## config.mk

```make
export PLATFORM = sky130hd
export DESIGN_NAME = vcom_flicker_minimum_search
export DESIGN_NICKNAME = d
export VERILOG_FILES = /design/src/design/vfms_pkg.sv /design/src/design/vcom_flicker_minimum_search.sv /design/src/design/vfms_step.sv /design/src/design/vfms_out_buf.sv
export VERILOG_INCLUDE_DIRS = /design/src /design/src/design
export SDC_FILE = /design/constraint.sdc
export NUM_CORES = 1
export LEC_CHECK = 0
export BUFFER_PORTS_ARGS = -buffer_cell sky130_fd_sc_hd__buf_2
export CAP_MARGIN = 20
export CORE_ASPECT_RATIO = 0.7
export CORE_MARGIN = 3
export CORE_UTILIZATION = 60
export CTS_CLUSTER_SIZE = 16
export DETAILED_ROUTE_END_ITERATION = 12
export PLACE_DENSITY = 0.86
export SYNTH_ARGS = -nofsm -noshare
export SYNTH_HDL_FRONTEND = slang
export SYNTH_SLANG_ARGS = --single-unit
```

## constraint.sdc

```tcl
create_clock -name i_clk -period 13.65 [get_ports i_clk]
set_clock_uncertainty 0.1 [all_clocks]
set_input_delay 4.095 -clock i_clk [delete_from_list [all_inputs] [get_ports i_clk]]
set_output_delay 4.095 -clock i_clk [all_outputs]
set_load 0.05 [all_outputs]
```

## src/design/vcom_flicker_minimum_search_defines.svh

```systemverilog
// Assertion macros shared by the VCOM flicker minimum search modules.
`ifndef VCOM_FLICKER_MINIMUM_SEARCH_DEFINES_SVH
`define VCOM_FLICKER_MINIMUM_SEARCH_DEFINES_SVH

// Same-cycle implication, disabled while reset is low.
`define VFMS_ASSERT_NOW(label, clk, rst_n, ante, cons) \
    label: assert property (@(posedge clk) disable iff (!(rst_n)) (ante) |-> (cons)) \
        else $error("vfms assertion failed");

// Next-cycle implication, disabled while reset is low.
`define VFMS_ASSERT_NEXT(label, clk, rst_n, ante, cons) \
    label: assert property (@(posedge clk) disable iff (!(rst_n)) (ante) |=> (cons)) \
        else $error("vfms assertion failed");

`endif

```

## src/design/vfms_pkg.sv

```systemverilog
// Types and constants shared by the VCOM flicker minimum search modules.
`timescale 1ns / 1ps

package vfms_pkg;

    // Field widths.
    localparam int SETTING_W = 8;
    localparam int FLICKER_W = 12;
    localparam int CFG_IDX_W = 2;

    // Configuration reset values.
    localparam logic [SETTING_W-1:0] LOW_LIMIT_RST  = '0;
    localparam logic [SETTING_W-1:0] HIGH_LIMIT_RST = '1;
    localparam logic [SETTING_W-1:0] STOP_SPAN_RST  = SETTING_W'(8);

    // Configuration register indexes.
    typedef enum logic [CFG_IDX_W-1:0] {
        CFG_LOW_LIMIT  = 2'd0,
        CFG_HIGH_LIMIT = 2'd1,
        CFG_STOP_SPAN  = 2'd2
    } t_cfg_idx;

    // Input item function codes.
    typedef enum logic {
        FN_START   = 1'b0,
        FN_READING = 1'b1
    } t_func;

    // Result status codes.
    typedef enum logic [1:0] {
        ST_MEASURE = 2'd0,
        ST_DONE    = 2'd1,
        ST_IGNORED = 2'd2
    } t_status;

    // Search phase: idle, or which reading is awaited.
    typedef enum logic [2:0] {
        PH_IDLE   = 3'd0,
        PH_LOW    = 3'd1,
        PH_CENTER = 3'd2,
        PH_HIGH   = 3'd3,
        PH_LC     = 3'd4,
        PH_RC     = 3'd5,
        PH_MID    = 3'd6
    } t_phase;

    // Input item.
    typedef struct packed {
        t_func                func;
        logic [FLICKER_W-1:0] flicker_value;
    } t_vfms_in;

    // Result item.
    typedef struct packed {
        logic [SETTING_W-1:0] vcom_setting;
        t_status              status;
    } t_vfms_out;

    // Configuration registers.
    typedef struct packed {
        logic [SETTING_W-1:0] low_limit;
        logic [SETTING_W-1:0] high_limit;
        logic [SETTING_W-1:0] stop_span;
    } t_cfg;

    // Bracket state of the search.
    typedef struct packed {
        t_phase               phase;
        logic [SETTING_W-1:0] set_low;
        logic [SETTING_W-1:0] set_ctr;
        logic [SETTING_W-1:0] set_high;
        logic [FLICKER_W-1:0] flk_low;
        logic [FLICKER_W-1:0] flk_ctr;
        logic [FLICKER_W-1:0] flk_high;
        logic [FLICKER_W-1:0] flk_lc;
    } t_search_state;

endpackage

```

## src/design/vcom_flicker_minimum_search.sv

```systemverilog
// Top level of the VCOM flicker minimum search sequencer.
`timescale 1ns / 1ps

// Every accepted item (a start or a flicker reading) produces exactly one result.
// When the output buffer is empty, the result appears on the output in the cycle after
// the input transfer. The whole bracket update, including the first narrowing and the
// following halving step, is combinational between the bracket state and output
// registers, so one item is accepted per cycle unless the input stalls. Results wait
// in a two-entry output buffer, and the input stalls only while both entries hold
// untaken results. The low and high limits are read only by a start item. The stop
// span is read at every halving step, so a new value also applies to a running search.

module vcom_flicker_minimum_search
    import vfms_pkg::*;
(
    input  logic                 i_clk,
    input  logic                 i_rst_n,
    input  logic                 i_in_valid,
    output logic                 o_in_stall,
    input  t_vfms_in             i_in_data,
    output logic                 o_out_valid,
    input  logic                 i_out_stall,
    output t_vfms_out            o_out_data,
    input  logic                 i_cfg_we,
    input  logic [CFG_IDX_W-1:0] i_cfg_index,
    input  logic [SETTING_W-1:0] i_cfg_data
);

`include "vcom_flicker_minimum_search_defines.svh"

    t_cfg          r_cfg;
    t_search_state r_state;
    t_search_state n_state;
    t_vfms_out     step_result;
    logic          accept;
    logic          buf_full;

    assign accept     = i_in_valid && !buf_full;
    assign o_in_stall = buf_full;

    // Configuration registers.
    always_ff @(posedge i_clk) begin
        if (!i_rst_n) begin
            r_cfg.low_limit  <= LOW_LIMIT_RST;
            r_cfg.high_limit <= HIGH_LIMIT_RST;
            r_cfg.stop_span  <= STOP_SPAN_RST;
        end else if (i_cfg_we) begin
            case (t_cfg_idx'(i_cfg_index))
                CFG_LOW_LIMIT:  r_cfg.low_limit  <= i_cfg_data;
                CFG_HIGH_LIMIT: r_cfg.high_limit <= i_cfg_data;
                CFG_STOP_SPAN:  r_cfg.stop_span  <= i_cfg_data;
                default: begin
                end
            endcase
        end
    end

    // Bracket update for the item at the input.
    vfms_step u_step (
        .i_state  (r_state),
        .i_cfg    (r_cfg),
        .i_item   (i_in_data),
        .o_state  (n_state),
        .o_result (step_result)
    );

    // Bracket state register, advanced on each input transfer.
    always_ff @(posedge i_clk) begin
        if (!i_rst_n) begin
            r_state <= '0;
        end else if (accept) begin
            r_state <= n_state;
        end
    end

    // Output register and skid stage.
    vfms_out_buf u_out_buf (
        .i_clk       (i_clk),
        .i_rst_n     (i_rst_n),
        .i_push      (accept),
        .i_data      (step_result),
        .o_full      (buf_full),
        .o_out_valid (o_out_valid),
        .i_out_stall (i_out_stall),
        .o_out_data  (o_out_data)
    );

    // A start always leads to a request for the low reading.
    `VFMS_ASSERT_NEXT(a_start_to_low, i_clk, i_rst_n,
        accept && i_in_data.func == FN_START, r_state.phase == PH_LOW)
    // A reading while idle leaves the bracket untouched.
    `VFMS_ASSERT_NEXT(a_idle_reading_kept, i_clk, i_rst_n,
        accept && i_in_data.func == FN_READING && r_state.phase == PH_IDLE,
        $stable(r_state))
    // The low reading is followed by a request for the center reading.
    `VFMS_ASSERT_NEXT(a_low_to_center, i_clk, i_rst_n,
        accept && i_in_data.func == FN_READING && r_state.phase == PH_LOW,
        r_state.phase == PH_CENTER)

endmodule

```

## src/design/vfms_step.sv

```systemverilog
// Next-state and result logic for one item of the VCOM flicker search.
`timescale 1ns / 1ps

module vfms_step
    import vfms_pkg::*;
(
    input  t_search_state i_state,
    input  t_cfg          i_cfg,
    input  t_vfms_in      i_item,
    output t_search_state o_state,
    output t_vfms_out     o_result
);

    // Floor of the mean of two settings.
    function automatic logic [SETTING_W-1:0] midpoint(
        input logic [SETTING_W-1:0] a,
        input logic [SETTING_W-1:0] b
    );
        logic [SETTING_W:0] sum;
        sum = {1'b0, a} + {1'b0, b};
        return sum[SETTING_W:1];
    endfunction

    function automatic logic [SETTING_W-1:0] absdiff_set(
        input logic [SETTING_W-1:0] a,
        input logic [SETTING_W-1:0] b
    );
        return (a > b) ? (a - b) : (b - a);
    endfunction

    function automatic logic [FLICKER_W-1:0] absdiff_flk(
        input logic [FLICKER_W-1:0] a,
        input logic [FLICKER_W-1:0] b
    );
        return (a > b) ? (a - b) : (b - a);
    endfunction

    t_search_state narrowed;
    t_search_state cont_in;
    t_search_state cont_out;
    t_vfms_out     cont_res;

    // First narrowing after the two inner readings: keep the half with the smaller one, the upper half on a tie.
    always_comb begin
        narrowed = i_state;
        if (i_state.flk_lc < i_item.flicker_value) begin
            narrowed.set_high = i_state.set_ctr;
            narrowed.flk_high = i_state.flk_ctr;
            narrowed.flk_ctr  = i_state.flk_lc;
        end else begin
            narrowed.set_low = i_state.set_ctr;
            narrowed.flk_low = i_state.flk_ctr;
            narrowed.flk_ctr = i_item.flicker_value;
        end
        narrowed.set_ctr = midpoint(narrowed.set_low, narrowed.set_high);
    end

    // Bracket that feeds the halving step.
    always_comb begin
        cont_in = i_state;
        cont_in.flk_ctr = i_item.flicker_value;
        if (i_state.phase == PH_RC) begin
            cont_in = narrowed;
        end
    end

    // Halving step: move toward the side whose neighboring readings differ less, until within the stop span.
    always_comb begin
        cont_out = cont_in;
        if (absdiff_set(cont_in.set_high, cont_in.set_low) > i_cfg.stop_span) begin
            if (absdiff_flk(cont_in.flk_low, cont_in.flk_ctr) <
                absdiff_flk(cont_in.flk_ctr, cont_in.flk_high)) begin
                cont_out.set_high = cont_in.set_ctr;
                cont_out.flk_high = cont_in.flk_ctr;
            end else begin
                cont_out.set_low = cont_in.set_ctr;
                cont_out.flk_low = cont_in.flk_ctr;
            end
            cont_out.set_ctr = midpoint(cont_out.set_low, cont_out.set_high);
            cont_out.phase   = PH_MID;
            cont_res.vcom_setting = cont_out.set_ctr;
            cont_res.status       = ST_MEASURE;
        end else begin
            cont_out.phase        = PH_IDLE;
            cont_res.vcom_setting = cont_in.set_ctr;
            cont_res.status       = ST_DONE;
        end
    end

    // Dispatch on the item function and the awaited reading.
    always_comb begin
        o_state = i_state;
        o_result.vcom_setting = '0;
        o_result.status       = ST_MEASURE;
        if (i_item.func == FN_START) begin
            o_state.set_low  = i_cfg.low_limit;
            o_state.set_high = i_cfg.high_limit;
            o_state.set_ctr  = midpoint(i_cfg.low_limit, i_cfg.high_limit);
            o_state.phase    = PH_LOW;
            o_result.vcom_setting = i_cfg.low_limit;
        end else begin
            case (i_state.phase)
                PH_LOW: begin
                    o_state.flk_low = i_item.flicker_value;
                    o_state.phase   = PH_CENTER;
                    o_result.vcom_setting = i_state.set_ctr;
                end
                PH_CENTER: begin
                    o_state.flk_ctr = i_item.flicker_value;
                    o_state.phase   = PH_HIGH;
                    o_result.vcom_setting = i_state.set_high;
                end
                PH_HIGH: begin
                    o_state.flk_high = i_item.flicker_value;
                    o_state.phase    = PH_LC;
                    o_result.vcom_setting = midpoint(i_state.set_low, i_state.set_ctr);
                end
                PH_LC: begin
                    o_state.flk_lc = i_item.flicker_value;
                    o_state.phase  = PH_RC;
                    o_result.vcom_setting = midpoint(i_state.set_ctr, i_state.set_high);
                end
                PH_RC, PH_MID: begin
                    o_state  = cont_out;
                    o_result = cont_res;
                end
                default: begin
                    o_result.status = ST_IGNORED;
                end
            endcase
        end
    end

endmodule

```

## src/design/vfms_out_buf.sv

```systemverilog
// Two-entry output register with skid stage for the search results.
`timescale 1ns / 1ps

module vfms_out_buf
    import vfms_pkg::*;
(
    input  logic      i_clk,
    input  logic      i_rst_n,
    input  logic      i_push,
    input  t_vfms_out i_data,
    output logic      o_full,
    output logic      o_out_valid,
    input  logic      i_out_stall,
    output t_vfms_out o_out_data
);

`include "vcom_flicker_minimum_search_defines.svh"

    logic      r_out_valid;
    logic      n_out_valid;
    t_vfms_out r_out_data;
    t_vfms_out n_out_data;
    logic      r_skid_valid;
    logic      n_skid_valid;
    t_vfms_out r_skid_data;
    t_vfms_out n_skid_data;
    logic      pop;

    // A transfer leaves the output register when it is not stalled.
    assign pop = r_out_valid && !i_out_stall;

    // Refill from the skid stage first, then from a new result.
    always_comb begin
        n_out_valid  = r_out_valid;
        n_out_data   = r_out_data;
        n_skid_valid = r_skid_valid;
        n_skid_data  = r_skid_data;
        if (pop) begin
            if (r_skid_valid) begin
                n_out_data   = r_skid_data;
                n_skid_valid = 1'b0;
            end else if (i_push) begin
                n_out_data = i_data;
            end else begin
                n_out_valid = 1'b0;
            end
        end else if (i_push) begin
            if (!r_out_valid) begin
                n_out_valid = 1'b1;
                n_out_data  = i_data;
            end else begin
                n_skid_valid = 1'b1;
                n_skid_data  = i_data;
            end
        end
    end

    // Valid flags.
    always_ff @(posedge i_clk) begin
        if (!i_rst_n) begin
            r_out_valid  <= 1'b0;
            r_skid_valid <= 1'b0;
        end else begin
            r_out_valid  <= n_out_valid;
            r_skid_valid <= n_skid_valid;
        end
    end

    // Result data.
    always_ff @(posedge i_clk) begin
        r_out_data  <= n_out_data;
        r_skid_data <= n_skid_data;
    end

    assign o_full      = r_skid_valid;
    assign o_out_valid = r_out_valid;
    assign o_out_data  = r_out_data;

    // The skid stage only fills behind a held output.
    `VFMS_ASSERT_NOW(a_skid_behind_out, i_clk, i_rst_n, r_skid_valid, r_out_valid)
    // No result arrives while the skid stage is occupied.
    `VFMS_ASSERT_NOW(a_no_push_when_full, i_clk, i_rst_n, i_push, !r_skid_valid)
    // A lone result that is taken with nothing behind it leaves the buffer empty.
    `VFMS_ASSERT_NEXT(a_drain_empty, i_clk, i_rst_n,
        pop && !r_skid_valid && !i_push, !r_out_valid)

endmodule

```

# Yosys cells after proc, flatten, opt, wreduce, memory -nomap -nowiden
# Index checks and enable logic that the tools add are counted.
# Widths: inputs -> output; s select.
totals:
  word_cells: 115
  inputBits: 28
  ff_bits: 121
classes:
  n_bitwise: 3
  n_addsub: 11
  n_mux: 39
  order_cmp: 6
  eq_ne: 13
  n_reduce_logical: 26
op_table:
  columns: ["operator", "count"]
  rows:
  - ["$mux 12", 8]
  - ["$pmux 12 s2", 4]
  - ["$mux 72", 1]
  - ["$mux 8", 8]
  - ["$mux 10", 6]
  - ["$sub 12x12->12", 4]
  - ["$add 8x8->9", 5]
  - ["$pmux 8 s5", 1]
  - ["$mux 36", 1]
  - ["$mux 27", 1]
  - ["$gt 12x12->1", 2]
  - ["$lt 12x12->1", 2]
  - ["$mux 24", 1]
  - ["$reduce_and 3->1", 6]
  - ["$gt 8x8->1", 2]
  - ["$sub 8x8->8", 2]
  - ["$pmux 3 s5", 1]
  - ["$reduce_and 2->1", 6]
  - ["$reduce_bool 2->1", 5]
  - ["$eq 3x3->1 const B", 3]
  - ["$eq 3x2->1 const B", 2]
  - ["$ne 2x2->1 const B", 3]
  - ["$ne 6x1->1 const B", 1]
  - ["$mux 1", 4]
  - ["14 further kinds", 19]

# Longest topological paths before layout
depth:
  ltp_word: 16
  depth_mapped: 41
  depth_no_buf: 37

# Modules after synthesis
# From an unflattened synthesis, not the netlist that was laid out.
hier_totals:
  hier_cells: 1654
  area_unflattened_um2: 12629.6
by_module_without_submodules:
  columns: ["mod", "instances", "cells_per_inst", "seq_area_each_um2", "area_per_inst_um2"]
  rows:
  - ["vfms_step", 1, 1186, 0.0, 8129.0]
  - ["vcom_flicker_minimum_search", 1, 426, 1981.9, 3639.7]
  - ["vfms_out_buf", 1, 42, 640.6, 860.8]

# Least setup slack after synthesis
# No wires, ideal clock.
synth_path:
  path_kind: "input to register"
  from: "input i_in_data[8] (netlist bit)"
  to: "register u_out_buf.r_out_data, in the netlist u_out_buf.o_out_data[7], data pin"
  slack_ns: 0.887
  t_arrival_ns: 12.403
  cell_stages: 36
  cell_sequence: "clkbuf_1 > inv_1 > ha_1 > nand4_1 > o21ai_4 > buf_6 > clkbuf_1 > clkbuf_1 > mux2i_1 > ha_1 > clkbuf_1 > inv_1 > o41ai_1 > o211ai_1 > o221a_2 > o31a_1 > nor2_4 > nor2_1 > a311oi_1 > xnor2_1 > ha_1 > nand4_1 > o31a_1 > a21oi_1 > clkbuf_1 > mux2i_1 > fa_1 > a21o_1 > a21oi_1 > nand2b_1 > nor2_1 > a211oi_2 > xnor2_1 > a221oi_1 > o21ai_1 > mux2_2"
synth_lines:
  columns: ["item", "line_no", "text"]
  rows:
  - ["start, declared", "vcom_flicker_minimum_search.sv:20", "input t_vfms_in i_in_data,"]
  - ["end signal, assigned", "vfms_out_buf.sv:71", "r_out_data <= n_out_data;"]
  - ["end, declared", "vfms_out_buf.sv:21", "t_vfms_out r_out_data;"]

==> metrics.md <==
| Metric | Value |
|---|---|
| Status | `finished clean` |
| Port-buffer cells | `39` |
| Setup Buffers After CTS | `0` |
| Root buffer cell | `clkbuf_16` |
| Largest net degree at the start of global routing | `102` |
| CTS tree | `yes` |
| FF-to-FF Start | `r_state[72]` |
| Gr usage total | `35.24%` |
| Tcrit/Tclk final | `92.66%` |
| CP max FO | `21` |
| Synth Flop Type | `dfxtp_1` |
| Mean Syn Cell Area | `7.919 um2` |
| Peak VDD IR | `0.1011 mV` |
| Power per standard cell area | `122.8 nW/um2` |
| Routed len/inst | `22.02 um` |
| Number of H-tree levels | `4` |
| Die Height | `124.5 um` |
| HP Start | `r_cfg[14]` |
| Synth area leaders | `dfxtp_1, ha_1, mux2i_1` |
| Slew HR | `22.38%` |
| Post-Route Utilization | `68.07%` |
| Yosys top cell area share | `16.80%` |
| Setup violators final | `0` |
| CTS resizes | `0` |
| Initial core utilization | `62.41%` |
| Drc violations | `0` |
| Synth cell types | `97` |
| Die area | `21820 um2` |
| Synthesized cell area | `12040 um2` |
| Worst-path clk slew | `0.06 ns` |
| Final hold viol count | `0` |
| Drt first-iter violations | `1828` |
| HPWL after DPL | `29640 um` |
| Area grow syn2layout | `9.074%` |
| Drt total wl | `39840 um` |
| Yosys warns | `0` |
| Total core area | `19290 um2` |
| FF-to-FF End | `u_out_buf.o_out_data[7]` |
| Initial antenna violation count | `2` |
| Fraction of registers with async set/reset | `0%` |
| DR pass1 iterations | `6` |
| Post-synth top area cell | `dfxtp_1` |
| Worst Reg2Reg Path Length in Cells | `33` |
| Endpoint type of the worst setup path | `register` |
| Number of flops mapped to enable cells by yosys | `20` |
| Die Wd | `175.3 um` |
| Most common cell on crit path | `ha_1` |
| Crit-path slowest cell | `o21ai_4` |
| Syn Inst Count | `1520` |
| Worst skew pair latency | `0.43 ns` |
| Hold WC Path Type | `register to register` |
| Post-layout instance area | `13130 um2` |
| I/O pin total | `40` |
| Hold Path Depth | `2` |
| Post-synthesis sequential area ratio | `21.79%` |
| P_leak | `5.910 nW` |
| Fill cells | `1586` |
| Max Clock Freq | `79.06 MHz` |
| Vias in the first global route | `11110` |
| Grt total ovfl | `0` |
| Max Slew Vio Count | `0` |
| Routability cong. | `1.059` |
| Nets | `1669` |
| Placement Cell Area | `12450 um2` |
| Max_cap viols | `0` |
| Longest Clk Path Bufs | `2` |
| Num CTS Buffers | `17` |
| Final min period | `12.65 ns` |
| Layout cell share with drive strength beyond 1 | `11.40%` |
| Hold Path End | `r_cfg[14]` |
| Setup repair after global routing missed its margin | `no` |
| R2r setup slk | `4.41 ns` |
| Net Count, Synth | `1658` |
| Routed vias/inst | `6.776` |
| Final TNS setup | `0 ns` |
| Num rows | `42` |
| Worst slew pin tran | `1.160 ns` |
| Post-route ant nets | `0` |
| #FFs+latches synth | `121` |
| Crit path kind | `input port to register` |
| CP required | `13.72 ns` |
| CP arrival | `12.72 ns` |
| Worst setup SP type | `input port` |
| # clock sinks | `121` |
| Hold_buf cts | `0` |
| Via Count | `12260` |
| Crit path largest cell delay | `0.53 ns` |
| First-pass GRT wire length | `61350 um` |
| Hold WS | `0.3895 ns` |
[worst max-delay path by stage]
stage                  from                 endpoint  cells past startpoint  slack (ns)
6_report       i_in_data[8]  u_out_buf.o_out_data[7]                     34        1.00
5_1_grt        i_in_data[8]  u_out_buf.o_out_data[7]                     35        0.65
4_1_cts        i_in_data[8]  u_out_buf.o_out_data[7]                     34        1.24
3_5_place_dp   i_in_data[8]  u_out_buf.o_out_data[7]                     35        0.87
3_3_place_gp   i_in_data[8]  u_out_buf.o_out_data[7]                     33        0.93
2_1_floorplan  i_in_data[8]  u_out_buf.o_out_data[7]                     36        0.89
[cell usage after synthesis, drive strengths merged (21+ instances only)]
cell and instances:
nand2 196, a21oi 119, inv 110, o21ai 110, ha 102, mux2i 102, dfxtp 101, nor2 97
clkbuf 56, a211oi 34, xnor2 33, nand3 31, a31oi 29, mux2 29, nor2b 29, o211ai 29
a21o 21, xor2 21
[state kept, by name, indices dropped and copies added (netlist names)]
name	count
u_out_buf.r_skid_data	10
u_out_buf.o_out_data	10
r_cfg	24
u_out_buf.o_out_valid	1
u_out_buf.o_full	1
r_state	75
[cell usage in the layout (no fill, tap or decap), types with 10 or more instances in the layout]
| cell type | n |
|---|---|
| o21ai_1 | 10 |
| o211a_1 | 18 |
| xnor2_1 | 32 |
| buf_4 | 25 |
| dfxtp_1 | 101 |
| o21a_1 | 16 |
| clkbuf_16 | 17 |
| o21ai_0 | 95 |
| mux2_2 | 27 |
| a31oi_1 | 27 |
| xor2_1 | 21 |
| nor2b_1 | 29 |
| buf_2 | 39 |
| nor2_1 | 91 |
| and3_1 | 12 |
| nand2_1 | 194 |
| a211oi_1 | 30 |
| inv_1 | 105 |
| ha_1 | 102 |
| a21o_1 | 21 |
| a21oi_1 | 115 |
| edfxtp_1 | 20 |
| a21boi_0 | 17 |
| nand2b_1 | 12 |
| and2_1 | 11 |
| nand3_1 | 30 |
| mux2i_1 | 100 |
| o211ai_1 | 29 |
[cells by family (layout without fill, tap and decap cells)]
family	after synthesis	count (layout)	synth area share, %
compound gates	480	480	27.25
fa+ha+maj	119	119	12.68
buf+inv	182	206	5.936
simple gates	433	433	16.96
xor+xnor	54	54	3.992
flops	121	121	21.79
other cells	0	1	0
mux	131	131	11.39
[power by group]
group | switching (mW) | internal (mW) | total [mW]
Sequential | 0.0232 | 0.378 | 0.401
Clock | 0.190 | 0.329 | 0.519
Combinational | 0.451 | 0.242 | 0.693
Total | 0.664 | 0.948 | 1.61
[critical path, delay by kind of cell]
family / cells / cell delay [ns]
compound gates: 13 / 3.74
xor+xnor: 2 / 0.32
fa+ha+maj: 4 / 1.25
buf+inv: 5 / 1.11
mux: 4 / 1.13
simple gates: 6 / 1.05
[layout make-up]
type | count | area, um2 | share of cell area (%)
Clock buffer | 17 | 425.4 | 3.240
Clock inverter | 15 | 239.0 | 1.820
Tap cell | 264 | 330.3 | 2.516
Sequential cell | 121 | 2623 | 19.98
Antenna cell | 1 | 2.502 | 0.01906
Timing Repair Buffer | 64 | 382.9 | 2.916
Inverter | 110 | 412.9 | 3.145
Multi-Input combinational cell | 1217 | 8713 | 66.37
[metrics by stage]
stage                     setup slack, ns  total power, mW  cells
final                               1.002            1.612   1809
after global routing               0.6546            1.679   1808
after CTS                           1.243            1.577   1807
after detailed placement           0.8722            1.060   1775
after global placement             0.9282            1.047   1775
after floorplan                    0.8868           0.8867   1520
[per-layer routing]
| layer | track usage [%] | wire, um | share of wire, % |
|---|---|---|---|
| met1 | 52.77 | 17700 | 44 |
| met2 | 46.22 | 15160 | 38 |
| met3 | 14.11 | 6169 | 15 |
| met4 | 8.298 | 694 | 1.7 |
| met5 | 3.009 | 110 | 0.28 |
Note: power is estimated with default switching activity, not from simulation.
